--- src/bmm_pkg.sv ---
// ----------------------------------------------------------------------------
// bmm_pkg
// Shared types and constants of the banked memory mapper: word formats,
// region codes, control register indexes, controller states and the
// command/status bundles between controller and datapath.
// ----------------------------------------------------------------------------
package bmm_pkg;

	// memory sizes and page count limit
	localparam int RAM_BYTES     = 8192;
	localparam int SRAM_BYTES    = 32768;
	localparam int MAX_ROM_PAGES = 256;

	localparam int ADDR_W   = 16;
	localparam int DATA_W   = 8;
	localparam int OFFS_W   = 22;
	localparam int PAGES_W  = 9;
	localparam int PAGE_W   = 8;
	localparam int SLOT_W   = 13;
	localparam int ROM_OFS_W = 14;
	localparam int DIV_STEPS = DATA_W;
	localparam int DIV_CNT_W = $clog2(DIV_STEPS);

	localparam logic [ADDR_W-1:0] CTRL_BASE  = 16'hFFFC;
	localparam logic [ADDR_W-1:0] SLOT_MASK  = 16'h1FFF;
	localparam logic [ADDR_W-1:0] SRAM_UPPER = 16'h4000;
	localparam logic [ADDR_W-1:0] SLOT_HALF  = 16'h2000;
	localparam logic [DATA_W-1:0] SRAM_ON    = 8'h08;
	localparam logic [DATA_W-1:0] SRAM_HIGH  = 8'h04;

	// region codes
	localparam logic [1:0] REGION_ROM     = 2'd0;
	localparam logic [1:0] REGION_SRAM    = 2'd1;
	localparam logic [1:0] REGION_RAM     = 2'd2;
	localparam logic [1:0] REGION_DISCARD = 2'd3;

	// control register indexes (address & 3)
	localparam logic [1:0] CREG_RAM_CTRL = 2'd0;
	localparam logic [1:0] CREG_PAGE0    = 2'd1;
	localparam logic [1:0] CREG_PAGE1    = 2'd2;
	localparam logic [1:0] CREG_PAGE2    = 2'd3;

	// slot pair page indexes
	localparam logic [1:0] PAIR_LOW  = 2'd0;
	localparam logic [1:0] PAIR_MID  = 2'd1;
	localparam logic [1:0] PAIR_HIGH = 2'd2;

	// reduced page reset values
	localparam logic [PAGE_W-1:0] PAGE_LOW_RST  = 8'd0;
	localparam logic [PAGE_W-1:0] PAGE_MID_RST  = 8'd1;
	localparam logic [PAGE_W-1:0] PAGE_HIGH_RST = 8'd0;

	typedef struct packed {
		logic              kind;
		logic [ADDR_W-1:0] address;
		logic [DATA_W-1:0] write_data;
	} in_word_t;

	typedef struct packed {
		logic [1:0]        region;
		logic [OFFS_W-1:0] offset;
		logic              store_enable;
		logic              sram_used;
	} out_word_t;

	typedef enum logic [1:0] {
		ST_IDLE,
		ST_DIVIDE,
		ST_EMIT
	} state_t;

	typedef struct packed {
		logic accept;
		logic div_step;
		logic emit;
	} cmd_t;

	typedef struct packed {
		logic need_div;
		logic div_last;
	} status_t;

endpackage

--- src/bmm_ctrl.sv ---
// ----------------------------------------------------------------------------
// bmm_ctrl
// Controller of the banked memory mapper: takes an input word, runs the
// page remainder when a control register is loaded, and hands the result
// to the output register.
// ----------------------------------------------------------------------------
module bmm_ctrl (
	input  logic             clk,
	input  logic             arst_n,
	input  logic             in_valid,
	output logic             in_stall,
	output logic             out_valid,
	input  logic             out_stall,
	input  bmm_pkg::status_t status,
	output bmm_pkg::cmd_t    cmd
);

	bmm_pkg::state_t state_q;
	bmm_pkg::state_t state_nxt;
	logic            out_valid_q;
	logic            out_free;

	assign out_free = !out_valid_q || !out_stall;

	always_comb begin
		state_nxt = state_q;
		case (state_q)
			bmm_pkg::ST_IDLE: begin
				if (in_valid) begin
					state_nxt = status.need_div ? bmm_pkg::ST_DIVIDE : bmm_pkg::ST_EMIT;
				end
			end
			bmm_pkg::ST_DIVIDE: begin
				if (status.div_last) begin
					state_nxt = bmm_pkg::ST_EMIT;
				end
			end
			bmm_pkg::ST_EMIT: begin
				if (out_free) begin
					state_nxt = bmm_pkg::ST_IDLE;
				end
			end
			default: begin
				state_nxt = bmm_pkg::ST_IDLE;
			end
		endcase
	end

	always_comb begin
		in_stall     = 1'b1;
		cmd.accept   = 1'b0;
		cmd.div_step = 1'b0;
		cmd.emit     = 1'b0;
		case (state_q)
			bmm_pkg::ST_IDLE: begin
				in_stall   = 1'b0;
				cmd.accept = in_valid;
			end
			bmm_pkg::ST_DIVIDE: begin
				cmd.div_step = 1'b1;
			end
			bmm_pkg::ST_EMIT: begin
				cmd.emit = out_free;
			end
			default: begin
				in_stall = 1'b1;
			end
		endcase
	end

	always_ff @(posedge clk or negedge arst_n) begin
		if (!arst_n) begin
			state_q     <= bmm_pkg::ST_IDLE;
			out_valid_q <= 1'b0;
		end else begin
			state_q <= state_nxt;
			if (cmd.emit) begin
				out_valid_q <= 1'b1;
			end else if (!out_stall) begin
				out_valid_q <= 1'b0;
			end
		end
	end

	assign out_valid = out_valid_q;

	// a loaded result is shown in the next cycle
	a_emit_shows: assert property (@(posedge clk) disable iff (!arst_n)
		cmd.emit |=> out_valid_q)
		else $error("result not shown after emit");

	// a waiting result is never dropped
	a_out_held: assert property (@(posedge clk) disable iff (!arst_n)
		out_valid_q && out_stall |=> out_valid_q)
		else $error("stalled result dropped");

	// no new word is taken until the previous one has left the controller
	a_busy_after_accept: assert property (@(posedge clk) disable iff (!arst_n)
		cmd.accept |=> in_stall)
		else $error("input taken while busy");

	// the remainder runs its full count before the result moves on
	a_divide_len: assert property (@(posedge clk) disable iff (!arst_n)
		state_q == bmm_pkg::ST_DIVIDE && !status.div_last |=>
		state_q == bmm_pkg::ST_DIVIDE)
		else $error("remainder cut short");

endmodule

--- src/bmm_dp.sv ---
// ----------------------------------------------------------------------------
// bmm_dp
// Datapath of the banked memory mapper: slot decode, control registers,
// reduced page registers, a one-bit-per-cycle restoring remainder unit and
// the pending and output word registers.
// ----------------------------------------------------------------------------
module bmm_dp (
	input  logic                              clk,
	input  logic                              arst_n,
	input  logic                              cfg_valid,
	input  logic [bmm_pkg::PAGES_W-1:0]       cfg_data,
	input  bmm_pkg::in_word_t                 in_data,
	output bmm_pkg::out_word_t                out_data,
	input  bmm_pkg::cmd_t                     cmd,
	output bmm_pkg::status_t                  status
);

	localparam logic [bmm_pkg::DIV_CNT_W-1:0] CNT_LAST =
		bmm_pkg::DIV_CNT_W'(bmm_pkg::DIV_STEPS - 1);

	logic [bmm_pkg::PAGES_W-1:0] rom_pages_q;
	logic [bmm_pkg::DATA_W-1:0]  fc0_q;
	logic [bmm_pkg::DATA_W-1:0]  fc3_q;
	logic [bmm_pkg::PAGE_W-1:0]  page_q [3];
	logic                        sram_seen_q;

	logic [bmm_pkg::DATA_W-1:0]    dvd_q;
	logic [bmm_pkg::PAGE_W-1:0]    rem_q;
	logic [bmm_pkg::PAGES_W-1:0]   dsr_q;
	logic [bmm_pkg::DIV_CNT_W-1:0] cnt_q;
	logic [1:0]                    tgt_q;

	bmm_pkg::out_word_t pend_q;
	bmm_pkg::out_word_t out_q;

	// decode of the incoming word
	logic [2:0]                  slot;
	logic [bmm_pkg::ADDR_W-1:0]  slot_ofs;
	logic [1:0]                  creg;
	logic                        ctrl_wr;
	logic                        sram_on;
	logic [bmm_pkg::ADDR_W-1:0]  sram_sum;
	logic [bmm_pkg::PAGE_W-1:0]  rom_page;
	logic [bmm_pkg::PAGES_W-1:0] pages_eff;
	logic                        seen_nxt;
	bmm_pkg::out_word_t          res;

	// remainder step
	logic [bmm_pkg::PAGES_W-1:0] trial;
	logic                        fits;
	logic [bmm_pkg::PAGE_W-1:0]  rem_nxt;

	assign slot     = in_data.address[15:13];
	assign slot_ofs = in_data.address & bmm_pkg::SLOT_MASK;
	assign creg     = in_data.address[1:0];
	assign ctrl_wr  = in_data.kind && (in_data.address >= bmm_pkg::CTRL_BASE);
	assign sram_on  = (fc0_q & bmm_pkg::SRAM_ON) != '0;

	always_comb begin
		case (slot[2:1])
			bmm_pkg::PAIR_LOW:  rom_page = page_q[0];
			bmm_pkg::PAIR_MID:  rom_page = page_q[1];
			bmm_pkg::PAIR_HIGH: rom_page = page_q[2];
			default:            rom_page = page_q[2];
		endcase
	end

	assign sram_sum = (((fc0_q & bmm_pkg::SRAM_HIGH) != '0) ? bmm_pkg::SRAM_UPPER : '0)
		+ (slot[0] ? bmm_pkg::SLOT_HALF : '0) + slot_ofs;

	// zero pages act as one, counts above the maximum are clipped
	always_comb begin
		if (rom_pages_q == '0) begin
			pages_eff = bmm_pkg::PAGES_W'(1);
		end else if (rom_pages_q > bmm_pkg::PAGES_W'(bmm_pkg::MAX_ROM_PAGES)) begin
			pages_eff = bmm_pkg::PAGES_W'(bmm_pkg::MAX_ROM_PAGES);
		end else begin
			pages_eff = rom_pages_q;
		end
	end

	assign seen_nxt = sram_seen_q || (ctrl_wr && creg == bmm_pkg::CREG_RAM_CTRL
		&& (in_data.write_data & bmm_pkg::SRAM_ON) != '0);

	always_comb begin
		res.store_enable = 1'b0;
		res.sram_used    = seen_nxt;
		if (slot >= 3'd6) begin
			res.region       = bmm_pkg::REGION_RAM;
			res.offset       = bmm_pkg::OFFS_W'(32'(slot_ofs) % bmm_pkg::RAM_BYTES);
			res.store_enable = in_data.kind;
		end else if (slot >= 3'd4 && sram_on) begin
			res.region       = bmm_pkg::REGION_SRAM;
			res.offset       = bmm_pkg::OFFS_W'(32'(sram_sum) % bmm_pkg::SRAM_BYTES);
			res.store_enable = in_data.kind;
		end else if (in_data.kind) begin
			res.region = bmm_pkg::REGION_DISCARD;
			res.offset = '0;
		end else begin
			res.region = bmm_pkg::REGION_ROM;
			res.offset = {rom_page, in_data.address[bmm_pkg::ROM_OFS_W-1:0]};
		end
	end

	// register 0 with save ram on, or register 3 while save ram is on, leave pages alone
	assign status.need_div = ctrl_wr
		&& !(creg == bmm_pkg::CREG_RAM_CTRL && (in_data.write_data & bmm_pkg::SRAM_ON) != '0)
		&& !(creg == bmm_pkg::CREG_PAGE2 && sram_on);
	assign status.div_last = cnt_q == CNT_LAST;

	assign trial   = {rem_q, dvd_q[bmm_pkg::DATA_W-1]};
	assign fits    = trial >= dsr_q;
	assign rem_nxt = fits ? bmm_pkg::PAGE_W'(trial - dsr_q) : bmm_pkg::PAGE_W'(trial);

	always_ff @(posedge clk or negedge arst_n) begin
		if (!arst_n) begin
			rom_pages_q <= bmm_pkg::PAGES_W'(1);
			fc0_q       <= '0;
			fc3_q       <= '0;
			page_q[0]   <= bmm_pkg::PAGE_LOW_RST;
			page_q[1]   <= bmm_pkg::PAGE_MID_RST;
			page_q[2]   <= bmm_pkg::PAGE_HIGH_RST;
			sram_seen_q <= 1'b0;
			cnt_q       <= '0;
		end else begin
			if (cfg_valid) begin
				rom_pages_q <= cfg_data;
			end
			if (cmd.accept) begin
				sram_seen_q <= seen_nxt;
				cnt_q       <= '0;
				if (ctrl_wr && creg == bmm_pkg::CREG_RAM_CTRL) begin
					fc0_q <= in_data.write_data;
				end
				if (ctrl_wr && creg == bmm_pkg::CREG_PAGE2) begin
					fc3_q <= in_data.write_data;
				end
			end
			if (cmd.div_step) begin
				cnt_q <= cnt_q + 1'b1;
				if (status.div_last) begin
					case (tgt_q)
						bmm_pkg::PAIR_LOW:  page_q[0] <= rem_nxt;
						bmm_pkg::PAIR_MID:  page_q[1] <= rem_nxt;
						bmm_pkg::PAIR_HIGH: page_q[2] <= rem_nxt;
						default:            page_q[2] <= rem_nxt;
					endcase
				end
			end
		end
	end

	always_ff @(posedge clk) begin
		if (cmd.accept) begin
			pend_q <= res;
			dvd_q  <= (creg == bmm_pkg::CREG_RAM_CTRL) ? fc3_q : in_data.write_data;
			rem_q  <= '0;
			dsr_q  <= pages_eff;
			tgt_q  <= (creg == bmm_pkg::CREG_RAM_CTRL) ? bmm_pkg::PAIR_HIGH : creg - 2'd1;
		end else if (cmd.div_step) begin
			dvd_q <= {dvd_q[bmm_pkg::DATA_W-2:0], 1'b0};
			rem_q <= rem_nxt;
		end
		if (cmd.emit) begin
			out_q <= pend_q;
		end
	end

	assign out_data = out_q;

endmodule

--- src/banked_memory_mapper_core.sv ---
// ----------------------------------------------------------------------------
// banked_memory_mapper_core
// Maps 16-bit CPU accesses onto ROM pages, save RAM or system RAM.
// ----------------------------------------------------------------------------
// Input words (kind, address, write_data) arrive on in_valid/in_stall and
// one result word (region, offset, store_enable, sram_used) leaves on
// out_valid/out_stall for every input word, in order.
// A plain access goes from acceptance through the emit state into the output
// register, and no new word is taken until its result has been emitted. A write
// at 0xfffc-0xffff that loads a page first passes through the divide state:
// the page number is reduced modulo the ROM page count by a restoring remainder
// unit that retires one bit per cycle over the 8 bits of the page number.
// The result of an access reflects the mapping before that access; only
// sram_used already includes it.
// rom_pages is written on cfg_valid (cfg_ready is always high); the user must
// write it only while no word is in flight, the block does not enforce this.
// Reset loads the power-on mapping (pages 0, 1, 0, save RAM off) and a page
// count of one. While the receiver stalls, the result is held in the output
// register and one more word may be taken and finished behind it.
// ----------------------------------------------------------------------------
module banked_memory_mapper_core (
	input  logic                        clk,
	input  logic                        arst_n,
	input  logic                        cfg_valid,
	output logic                        cfg_ready,
	input  logic [bmm_pkg::PAGES_W-1:0] cfg_data,
	input  logic                        in_valid,
	output logic                        in_stall,
	input  bmm_pkg::in_word_t           in_data,
	output logic                        out_valid,
	input  logic                        out_stall,
	output bmm_pkg::out_word_t          out_data
);

	bmm_pkg::cmd_t    cmd;
	bmm_pkg::status_t status;

	assign cfg_ready = 1'b1;

	bmm_ctrl u_ctrl (
		.clk       (clk),
		.arst_n    (arst_n),
		.in_valid  (in_valid),
		.in_stall  (in_stall),
		.out_valid (out_valid),
		.out_stall (out_stall),
		.status    (status),
		.cmd       (cmd)
	);

	bmm_dp u_dp (
		.clk       (clk),
		.arst_n    (arst_n),
		.cfg_valid (cfg_valid),
		.cfg_data  (cfg_data),
		.in_data   (in_data),
		.out_data  (out_data),
		.cmd       (cmd),
		.status    (status)
	);

endmodule
--- config.mk ---
export PLATFORM = sky130hd
export DESIGN_NAME = banked_memory_mapper_core
export DESIGN_NICKNAME = d
export VERILOG_FILES = /design/src/bmm_pkg.sv /design/src/bmm_ctrl.sv /design/src/bmm_dp.sv /design/src/banked_memory_mapper_core.sv
export SDC_FILE = /design/constraint.sdc
export NUM_CORES = 1
export LEC_CHECK = 0
export ABC_AREA = 1
export BUFFER_PORTS_ARGS = -buffer_cell sky130_fd_sc_hd__buf_2
export CORE_MARGIN = 2
export CORE_UTILIZATION = 30
export DETAILED_ROUTE_END_ITERATION = 6
export PLACE_DENSITY = 0.56
export SETUP_SLACK_MARGIN = 0.4
export SLEW_MARGIN = 10
export SYNTH_ARGS = -nofsm -noshare
export SYNTH_HDL_FRONTEND = slang
export SYNTH_HIERARCHICAL = 1
export SYNTH_SLANG_ARGS = --single-unit
--- constraint.sdc ---
create_clock -name clk -period 4.15 [get_ports clk]
set_clock_uncertainty 0.15 [all_clocks]
set_input_delay 0.6225 -clock clk [delete_from_list [all_inputs] [get_ports clk]]
set_output_delay 0.6225 -clock clk [all_outputs]
set_load 0.03 [all_outputs]
Yosys cells after proc, flatten, opt, wreduce, memory -nomap -nowiden
Cells that the tools add are included.
{"block": "totals", "elab_cells": 101, "register_bits": 131, "out_inout_bits": 29}
{"block": "op_classes", "n_eq_ne": 10, "addsub": 5, "n_bitwise": 1, "n_mux": 25, "order_cmp": 5, "reduce_logical": 30}
{"cell": "$mux 24", "count": 2}
{"cell": "$mux 8", "count": 4}
{"cell": "$mux 14", "count": 2}
{"cell": "$ge 16x16->1 const B", "count": 1}
{"cell": "$pmux 8 s2", "count": 1}
{"cell": "$add 15x13->15", "count": 1}
{"cell": "$add 15x15->15", "count": 1}
{"cell": "$mux 15", "count": 1}
{"cell": "$reduce_and 3->1", "count": 4}
{"cell": "$ge 9x9->1", "count": 1}
{"cell": "$gt 9x9->1 const B", "count": 1}
{"cell": "$logic_and 1x1->1", "count": 9}
{"cell": "$logic_not 9->1", "count": 1}
{"cell": "$mux 9", "count": 1}
{"cell": "$logic_not 2->1", "count": 4}
{"cell": "$mux 2", "count": 4}
{"cell": "$sub 8x8->8", "count": 1}
{"cell": "$mux 1", "count": 7}
{"cell": "$eq 2x1->1 const B", "count": 3}
{"cell": "$ge 3x3->1 const B", "count": 2}
{"cell": "$mux 3", "count": 2}
{"cell": "$pmux 2 s3", "count": 1}
{"cell": "$eq 2x2->1 const B", "count": 2}
{"cell": "$logic_not 1->1", "count": 4}
{"cell": "11 further kinds", "count": 16}

Logic depth before layout (Yosys ltp)
Gate-level depths: netlist of run 1.
{"block": "depth", "word_depth": 8, "mapped_depth": 12, "mapped_depth_nobuf": 12}

By module
Netlist of run 1, hierarchy kept.
{"module": "bmm_dp", "instances": 1, "area_per_inst_um2": 5607.9, "cells_per_inst": 578}
{"module": "bmm_ctrl", "instances": 1, "area_per_inst_um2": 171.4, "cells_per_inst": 25}
{"module": "banked_memory_mapper_core", "instances": 1, "area_per_inst_um2": 11.3, "cells_per_inst": 2}

Worst setup path before layout of run 1
Ideal clock, no wire load.
{"block": "synth_path", "kind": "reg-to-reg", "from": "register u_ctrl.state_q[1]", "to": "register u_dp/dvd_q[0] (netlist name), enable pin", "arrival_ps": 3156, "path_slack_ps": 520, "synth_period_minus_slack_ps": 3630, "required_time_ps": 3676, "setup_ps": 324, "path_stages_with_launch": 7, "path_cell_list": "dfrtp_1 > nor2_1 > inv_1 > nor2_1 > nor2_1 > clkbuf_1 > inv_1"}
{"item": "from (decl)", "line_no": "bmm_ctrl.sv:18", "text": "bmm_pkg::state_t state_q;"}
{"item": "from (signal assigned)", "line_no": "bmm_ctrl.sv:73", "text": "state_q <= bmm_pkg::ST_IDLE;"}
{"item": "from (signal assigned)", "line_no": "bmm_ctrl.sv:76", "text": "state_q <= state_nxt;"}
{"item": "to (signal assigned)", "line_no": "bmm_dp.sv:156", "text": "dvd_q <= (creg == bmm_pkg::CREG_RAM_CTRL) ? fc3_q : in_data.write_data;"}
{"item": "to (signal assigned)", "line_no": "bmm_dp.sv:161", "text": "dvd_q <= {dvd_q[bmm_pkg::DATA_W-2:0], 1'b0};"}
{"item": "to (decl)", "line_no": "bmm_dp.sv:27", "text": "logic [bmm_pkg::DATA_W-1:0] dvd_q;"}

==> results of run 1 <==
[area by class of cell]
class | count | area share
Timing Repair Buffer | 68 | 0.04889
Clock buffer | 19 | 0.06129
Clock inverter | 13 | 0.02817
Multi-Input combinational cell | 383 | 0.2684
Sequential cell | 129 | 0.5020
Inverter | 85 | 0.04517
Tap cell | 260 | 0.04606
[metrics by stage]
stage / utilization / total power, mW / hold WS, ns
after floorplan: - / 2.221 / 0.1769
after global placement: 0.3415 / 2.424 / 0.2509
after detailed placement: 0.3415 / 2.430 / 0.2545
after CTS: 0.3751 / 4.037 / 0.1663
after global routing: 0.3751 / 4.187 / 0.1914
final: 0.3751 / 3.988 / 0.1424
[cells by family after synthesis]
logic type | synth area share
compound gates | 0.02809
xor+xnor | 0.004538
fa+ha+maj | 0.03587
buf+inv | 0.06201
flops | 0.6124
mux | 0.01361
other cells | 0.0006476
simple gates | 0.2429
[worst max path at each step]
stage                     slack (ns)       endpoint  cells past startpoint         startpoint
after floorplan                 0.52  u_dp/dvd_q[0]                      6  u_ctrl/state_q[1]
after global placement          1.80  u_dp/fc3_q[5]                     10        in_data[23]
after detailed placement        1.71  u_dp/fc3_q[6]                     10        in_data[23]
after CTS                       1.84  u_dp/dvd_q[3]                      5  u_ctrl/state_q[1]
after global routing            1.67  u_dp/dvd_q[0]                      5  u_ctrl/state_q[0]
final                           1.86  u_dp/dvd_q[6]                      5  u_ctrl/state_q[1]
[state kept, by name, indices dropped and copies added, names as in the netlist, 2 cells and up]
| signal | cells |
|---|---|
| u_dp/out_data | 26 |
| u_dp/cnt_q | 3 |
| u_dp/rom_pages_q | 9 |
| u_dp/dvd_q | 8 |
| u_dp/dsr_q | 9 |
| u_dp/tgt_q | 2 |
| u_dp/fc3_q | 8 |
| u_ctrl/state_q | 2 |
| u_dp/page_q | 24 |
| u_dp/pend_q | 26 |
| u_dp/fc0_q | 2 |
| u_dp/rem_q | 8 |
[synthesized netlist by cell type (3+ instances only)]
library cell | number | share of area
nand2_1 | 215 | 0.14
inv_1 | 81 | 0.053
edfxtp_1 | 71 | 0.37
dfrtp_1 | 48 | 0.21
nand3_1 | 46 | 0.040
nor2_1 | 31 | 0.020
o21ai_0 | 19 | 0.016
ha_1 | 15 | 0.032
nand2_2 | 12 | 0.013
dfxtp_1 | 8 | 0.028
mux2_2 | 7 | 0.014
a21oi_1 | 6 | 0.0052
nand4_1 | 5 | 0.0054
clkbuf_1 | 4 | 0.0026
nand3b_1 | 4 | 0.0052
nor2_2 | 3 | 0.0032
[metal layers]
layer  vias up  routed length, um  share of wire  GRT usage
li1       2102                  -              -          -
met1      1866               5454           0.48     0.1572
met2        92               5230           0.46     0.1911
met3         7                542          0.048    0.04024
met4         0                 83         0.0073    0.03700
met5         -                  0              0          0
[worst max-delay path: stages, from the launching register on]
cell and delay, ns:
dfrtp_1 0.41, nor2_1 0.20, inv_1 0.11, nor2_4 0.43, nor2_1 0.32, inv_1 0.33
[power by group through the flow]
stage          Combinational (mW)  Sequential [mW]  Clock [mW]
2_1_floorplan               0.328             1.89           0
3_3_place_gp                0.697             1.73           0
3_5_place_dp                0.701             1.73           0
4_1_cts                     0.701             1.71        1.63
5_1_grt                     0.777             1.73        1.68
6_report                    0.694             1.70        1.59
==> impl_metrics.tcl, run 1 <==
set metrics [dict create \
    final_area_um2 7063 \
    multiInputGateArea_um2 1896 \
    placed_cells 925 \
    nFillCells 1897 \
    die-area_um2 20430 \
    fin_cells 957 \
    synth_edf_count 71 \
    reg2reg_depth 5 \
    drt_pre_antenna_iters 5 \
    netlist_area_um2 5791 \
    layout_commonest_cell "nand2_1" \
    switching_share 0.2879 \
    p_per_area_nw_per_um2 564.7 \
    grt_max_degree 32 \
    nets 739 \
    grt_pass1_wl_um 19310 \
    r2r_slack_ns 1.86 \
    dr_total_vias 4067 \
    pre_cts_slack_ns 1.707 \
    drc 0 \
    hold_path_class "in -> async" \
    seq_area_frac_synth 0.6124 \
    timing_worst_setup_path_type "reg -> reg" \
    async_reset_ff_frac 0.3876 \
    max_slew_margin 0.1903 \
    finalSetupViolCount 0 \
    syn-num-nets 660 \
    syn_area_per_cell_um2 9.571 \
    p_leak_nw 3.509 \
    syn_inst 605 \
    place_area_um2 6431 \
    htreeDepth 4 \
    crit_fanout 22 \
    die_h_um 142.9 \
    cp.arrival_ns 2.23 \
    ys_ff_latch 129 \
    cts-hold-fix-buffers 0 \
    clk_pin_slew_ns 0.06 \
    ctsRootBufferMaster "clkbuf_16" \
    clockPowerShare 0.399 \
    clockBufferDepth 2 \
    clkSinkCount 129 \
    net-switching-power_mw 1.148 \
    wl_per_cell_um 11.82 \
    layout_common_cells "nand2_1, inv_1, edfxtp_1" \
    rsz0062_at_grt "no" \
    finalSetupTns_ns 0 \
    p_seq_frac 0.427 \
    post_cts_buffers 0 \
    cap_viol_max_count 0 \
    seq_area_um2 3546 \
    r2r_end "u_dp/dvd_q[6]" \
    finalHoldViolCount 0 \
    layout-drive-gt1-share 0.1908 \
    antenna_found_initial 1 \
    required_ns 4.08 \
    overflow 0 \
    viasPerCell 4.250 \
    initial_core_util 0.3075 \
    cts_buffers 17 \
    grtUsageTotal 0.1208 \
    pin_count 68 \
    outcome "complete, no violations" \
    slew_violations 0 \
    antennaDiodeCount 0 \
    cp-start-kind "flip-flop" \
    rows 50 \
    drt_iter0_markers 263 \
    tritoncts "built" \
    clkLatencyLatePin_ns 0.41 \
    port_buffers 66 \
    fin_ws_ns 1.856 \
    p_int_mw 2.840 \
    place_congestion 0.7938 \
    grt_pass1_vias 4058 \
    syn_to_final_growth_pct 21.97 \
    yosysWarnings 6 \
    synthDistinctLibCells 37 \
    vdd_drop_max_mv 0.2781 \
    max_freq_ghz 0.4360 \
    reg2reg_from "u_ctrl/state_q[1]" \
    cp-end-kind "flip-flop" \
    coreArea_um2 18830 \
    p_comb_frac 0.174 \
    ys.flop_type "edfxtp_1" \
    layout_min_cycle_time_ns 2.294 \
    die_x_um 142.9 \
    post-route-period-util 0.5527 \
    detail-route-antenna-nets 0 \
    hpwlAfterDp_um 8146 \
    routed_wl_um 11310 \
    cts_resized 0 \
    tightest_slew_ns 1.213 \
]
Power figures use the tool's default switching activity.
==> run 2, diff against run 1 <==
--- a/config.mk
+++ b/config.mk
@@ -5,7 +5,7 @@
 export SDC_FILE = /design/constraint.sdc
 export NUM_CORES = 1
 export LEC_CHECK = 0
-export ABC_AREA = 1
+export ABC_AREA = 0
 export BUFFER_PORTS_ARGS = -buffer_cell sky130_fd_sc_hd__buf_2
 export CORE_MARGIN = 2
 export CORE_UTILIZATION = 30
==> constraint.sdc (replaced) <==
create_clock -name clk -period 2.4 [get_ports clk]
set_clock_uncertainty 0.15 [all_clocks]
set_input_delay 0.36 -clock clk [delete_from_list [all_inputs] [get_ports clk]]
set_output_delay 0.36 -clock clk [all_outputs]
set_load 0.03 [all_outputs]
==> run 2 against run 1 <==
Setup slack worse by 1.6 ns. First-iteration DRC count down 16%. Area after synthesis down 0.26%. Cell count down 14%. Critical path depth up 2. Largest cell class unchanged. Count of clock-buffer cells in the layout down 1. Cell area up 8.1%. Die area down 0.25%. Synthesized cell count down 22%.
==> impl_metrics.tcl, run 2 <==
set metrics [dict create \
    outcome "complete, no violations" \
    clkSinkCount 129 \
    detail-route-antenna-nets 0 \
    crit_chain "inv_2, ha_4, nor2b_4, o211a_4, o21ai_4, nand3_2, a311oi_2" \
    wl_per_cell_um 15.42 \
    utilization 0.4070 \
    port_buffers 66 \
    synthTopCellsByCount "edfxtp_1, nor2_1, dfrtp_1" \
    synth_top_area_cell "edfxtp_1" \
    ys.flop_type "edfxtp_1" \
    ys_ff_latch 129 \
    nFillCells 1732 \
    die_x_um 142.8 \
    grt_pass1_vias 4029 \
    layout-drive-gt1-share 0.3714 \
    tritoncts "built" \
    layout_min_cycle_time_ns 2.158 \
    hold_path_class "in -> reg" \
    synth_top_area_frac 0.3692 \
    p_per_area_nw_per_um2 768.5 \
    cap_viol_max_count 0 \
    die-area_um2 20380 \
    synth_top_family_by_area "simple AND/OR/NAND/NOR gates" \
    tightest_slew_ns 0.6726 \
    synth_edf_count 71 \
    cp-end-kind "flip-flop" \
    grt_max_degree 66 \
    syn_to_final_growth_pct 32.26 \
    crit_fanout 8 \
    p_leak_nw 3.120 \
    post-route-period-util 0.8992 \
    crit_buf_inv 1 \
    dr_total_vias 4060 \
    clk_pin_slew_ns 0.06 \
    required_ns 2.58 \
    initial_core_util 0.3077 \
    placed_cells 773 \
    cp-start-kind "flip-flop" \
    layout_common_cells "edfxtp_1, buf_2, dfrtp_1, nor2_1, buf_4" \
    finalSetupTns_ns 0 \
    drt_iter0_markers 220 \
    max_freq_ghz 0.4634 \
    holdWs_ns 0.02730 \
    timing_worst_setup_path_type "reg -> reg" \
    hpwlAfterDp_um 8346 \
    place_area_um2 6581 \
    synth_simple_gate_area_frac 0.1313 \
    async_reset_ff_frac 0.3876 \
    finalHoldViolCount 0 \
    viasPerCell 4.945 \
    cpMaxStageDelayCell "edfxtp_1" \
    vdd_drop_max_mv 0.5125 \
    final_area_um2 7639 \
    rows 50 \
    layout_commonest_cell "edfxtp_1" \
    cp_slowest_stage_delay_ns 0.40 \
    syn_area_per_cell_um2 12.21 \
    cts_buffers 17 \
    ctsRootBufferMaster "clkbuf_16" \
    synth-compound-area-share 0.1187 \
    antennaDiodeCount 0 \
    yosysWarnings 6 \
    drt_pre_antenna_iters 5 \
    synthAdderAreaFrac 0.03596 \
    grt_pass1_wl_um 20260 \
    synth_most_common_cell "edfxtp_1" \
    cp.arrival_ns 2.34 \
    syn-num-nets 528 \
    critPathTopFamily "compound AO/OA/AOI/OAI gates" \
    syn_inst 473 \
    htreeDepth 4 \
    rsz0062_at_grt "yes" \
    netlist_area_um2 5776 \
    max_slew_margin 0.5516 \
    overflow 0 \
    drc 0 \
    die_h_um 142.8 \
    routed_wl_um 12660 \
    synth-xor-area-share 0.003033 \
    grtUsageTotal 0.1281 \
    nets 629 \
    seq_area_frac_synth 0.6140 \
    place_congestion 0.8530 \
    synth_mux_area_frac 0.06456 \
    clockBufferDepth 2 \
    antenna_found_initial 0 \
    coreArea_um2 18770 \
    finalSetupViolCount 0 \
    slew_violations 0 \
    clkLatencyLatePin_ns 0.41 \
    synthDistinctLibCells 63 \
    pin_count 68 \
    fin_cells 821 \
    ys_top_cells_by_area "edfxtp_1, dfrtp_1, mux2_2" \
]
==> run 2: path summary, 6_finish.rpt <==
| kind | from | slack, ns | cells after the start | to |
|---|---|---|---|---|
| setup reg to reg | u_dp/dsr_q[1] | 0.24 | 7 | u_dp/rem_q[4] |
| hold / removal | cfg_data[0] | 0.03 | 2 | u_dp/rom_pages_q[0] |
| hold reg to reg | u_dp/pend_q[9] | 0.27 | 0 | u_dp/out_data[9] |
| setup / recovery | u_dp/dsr_q[1] | 0.24 | 7 | u_dp/rem_q[4] |
| min in group asynchronous | arst_n | 0.45 | 3 | u_dp/rom_pages_q[1] |
| max in group asynchronous | arst_n | 1.20 | 3 | u_dp/page_q[14] |
==> run 2: layout make-up <==
class / count / area [um^2] / share of cell area
inverter: 23 / 88.84 / 0.01163
multi-input combinational: 300 / 2426 / 0.3176
clock buffer: 18 / 429.2 / 0.05618
tap: 234 / 292.8 / 0.03833
timing repair buffer: 103 / 676.9 / 0.08862
sequential: 129 / 3548 / 0.4645
clock inverter: 14 / 176.4 / 0.02310
==> run 2: cells by family (layout without fill, tap and decap cells) <==
family | after synthesis | in the layout
buf+inv | 44 | 158
compound gates | 97 | 97
flops | 129 | 129
mux | 35 | 35
simple gates | 149 | 149
xor+xnor | 2 | 2
fa+ha+maj | 16 | 16
other cells | 1 | 1
==> run 2: where the power goes <==
part,internal (mW),leakage (nW),switching [mW]
registers,2.53,1.42,0.0513
logic,0.233,1.40,0.415
clock network,1.65,0.299,0.992
==> run 2: metrics by stage <==
step / worst slack, ns / total power [mW]
5_1_grt: 0.1848 / 6.110
3_5_place_dp: 0.06407 / 3.207
6_report: 0.2418 / 5.870
3_3_place_gp: 0.1789 / 3.191
4_1_cts: 0.2708 / 5.920
2_1_floorplan: 0.03179 / 3.008
==> run 2: metal layers <==
metal | vias up | wire (um) | GRT usage
met5 | - | 0 | 0
met4 | 0 | 113 | 0.03804
met3 | 10 | 695 | 0.04259
met2 | 110 | 6138 | 0.2072
met1 | 1989 | 5711 | 0.1635
li1 | 1951 | - | -
==> run 2: timing repair <==
item,in CTS,in global routing
gates cloned,0,1
hold endpoints to repair,48,0
hold buffers,1,0
gates resized for setup,41,18
setup endpoints to repair,32,40
setup buffers,11,3
pin swaps,35,14
==> run 2: worst register-to-register path, cell delays in order, from the launching register on <==
cell      delay [ns]
edfxtp_1        0.40
inv_2           0.09
ha_4            0.19
nor2b_4         0.13
o211a_4         0.26
o21ai_4         0.37
nand3_2         0.20
a311oi_2        0.28
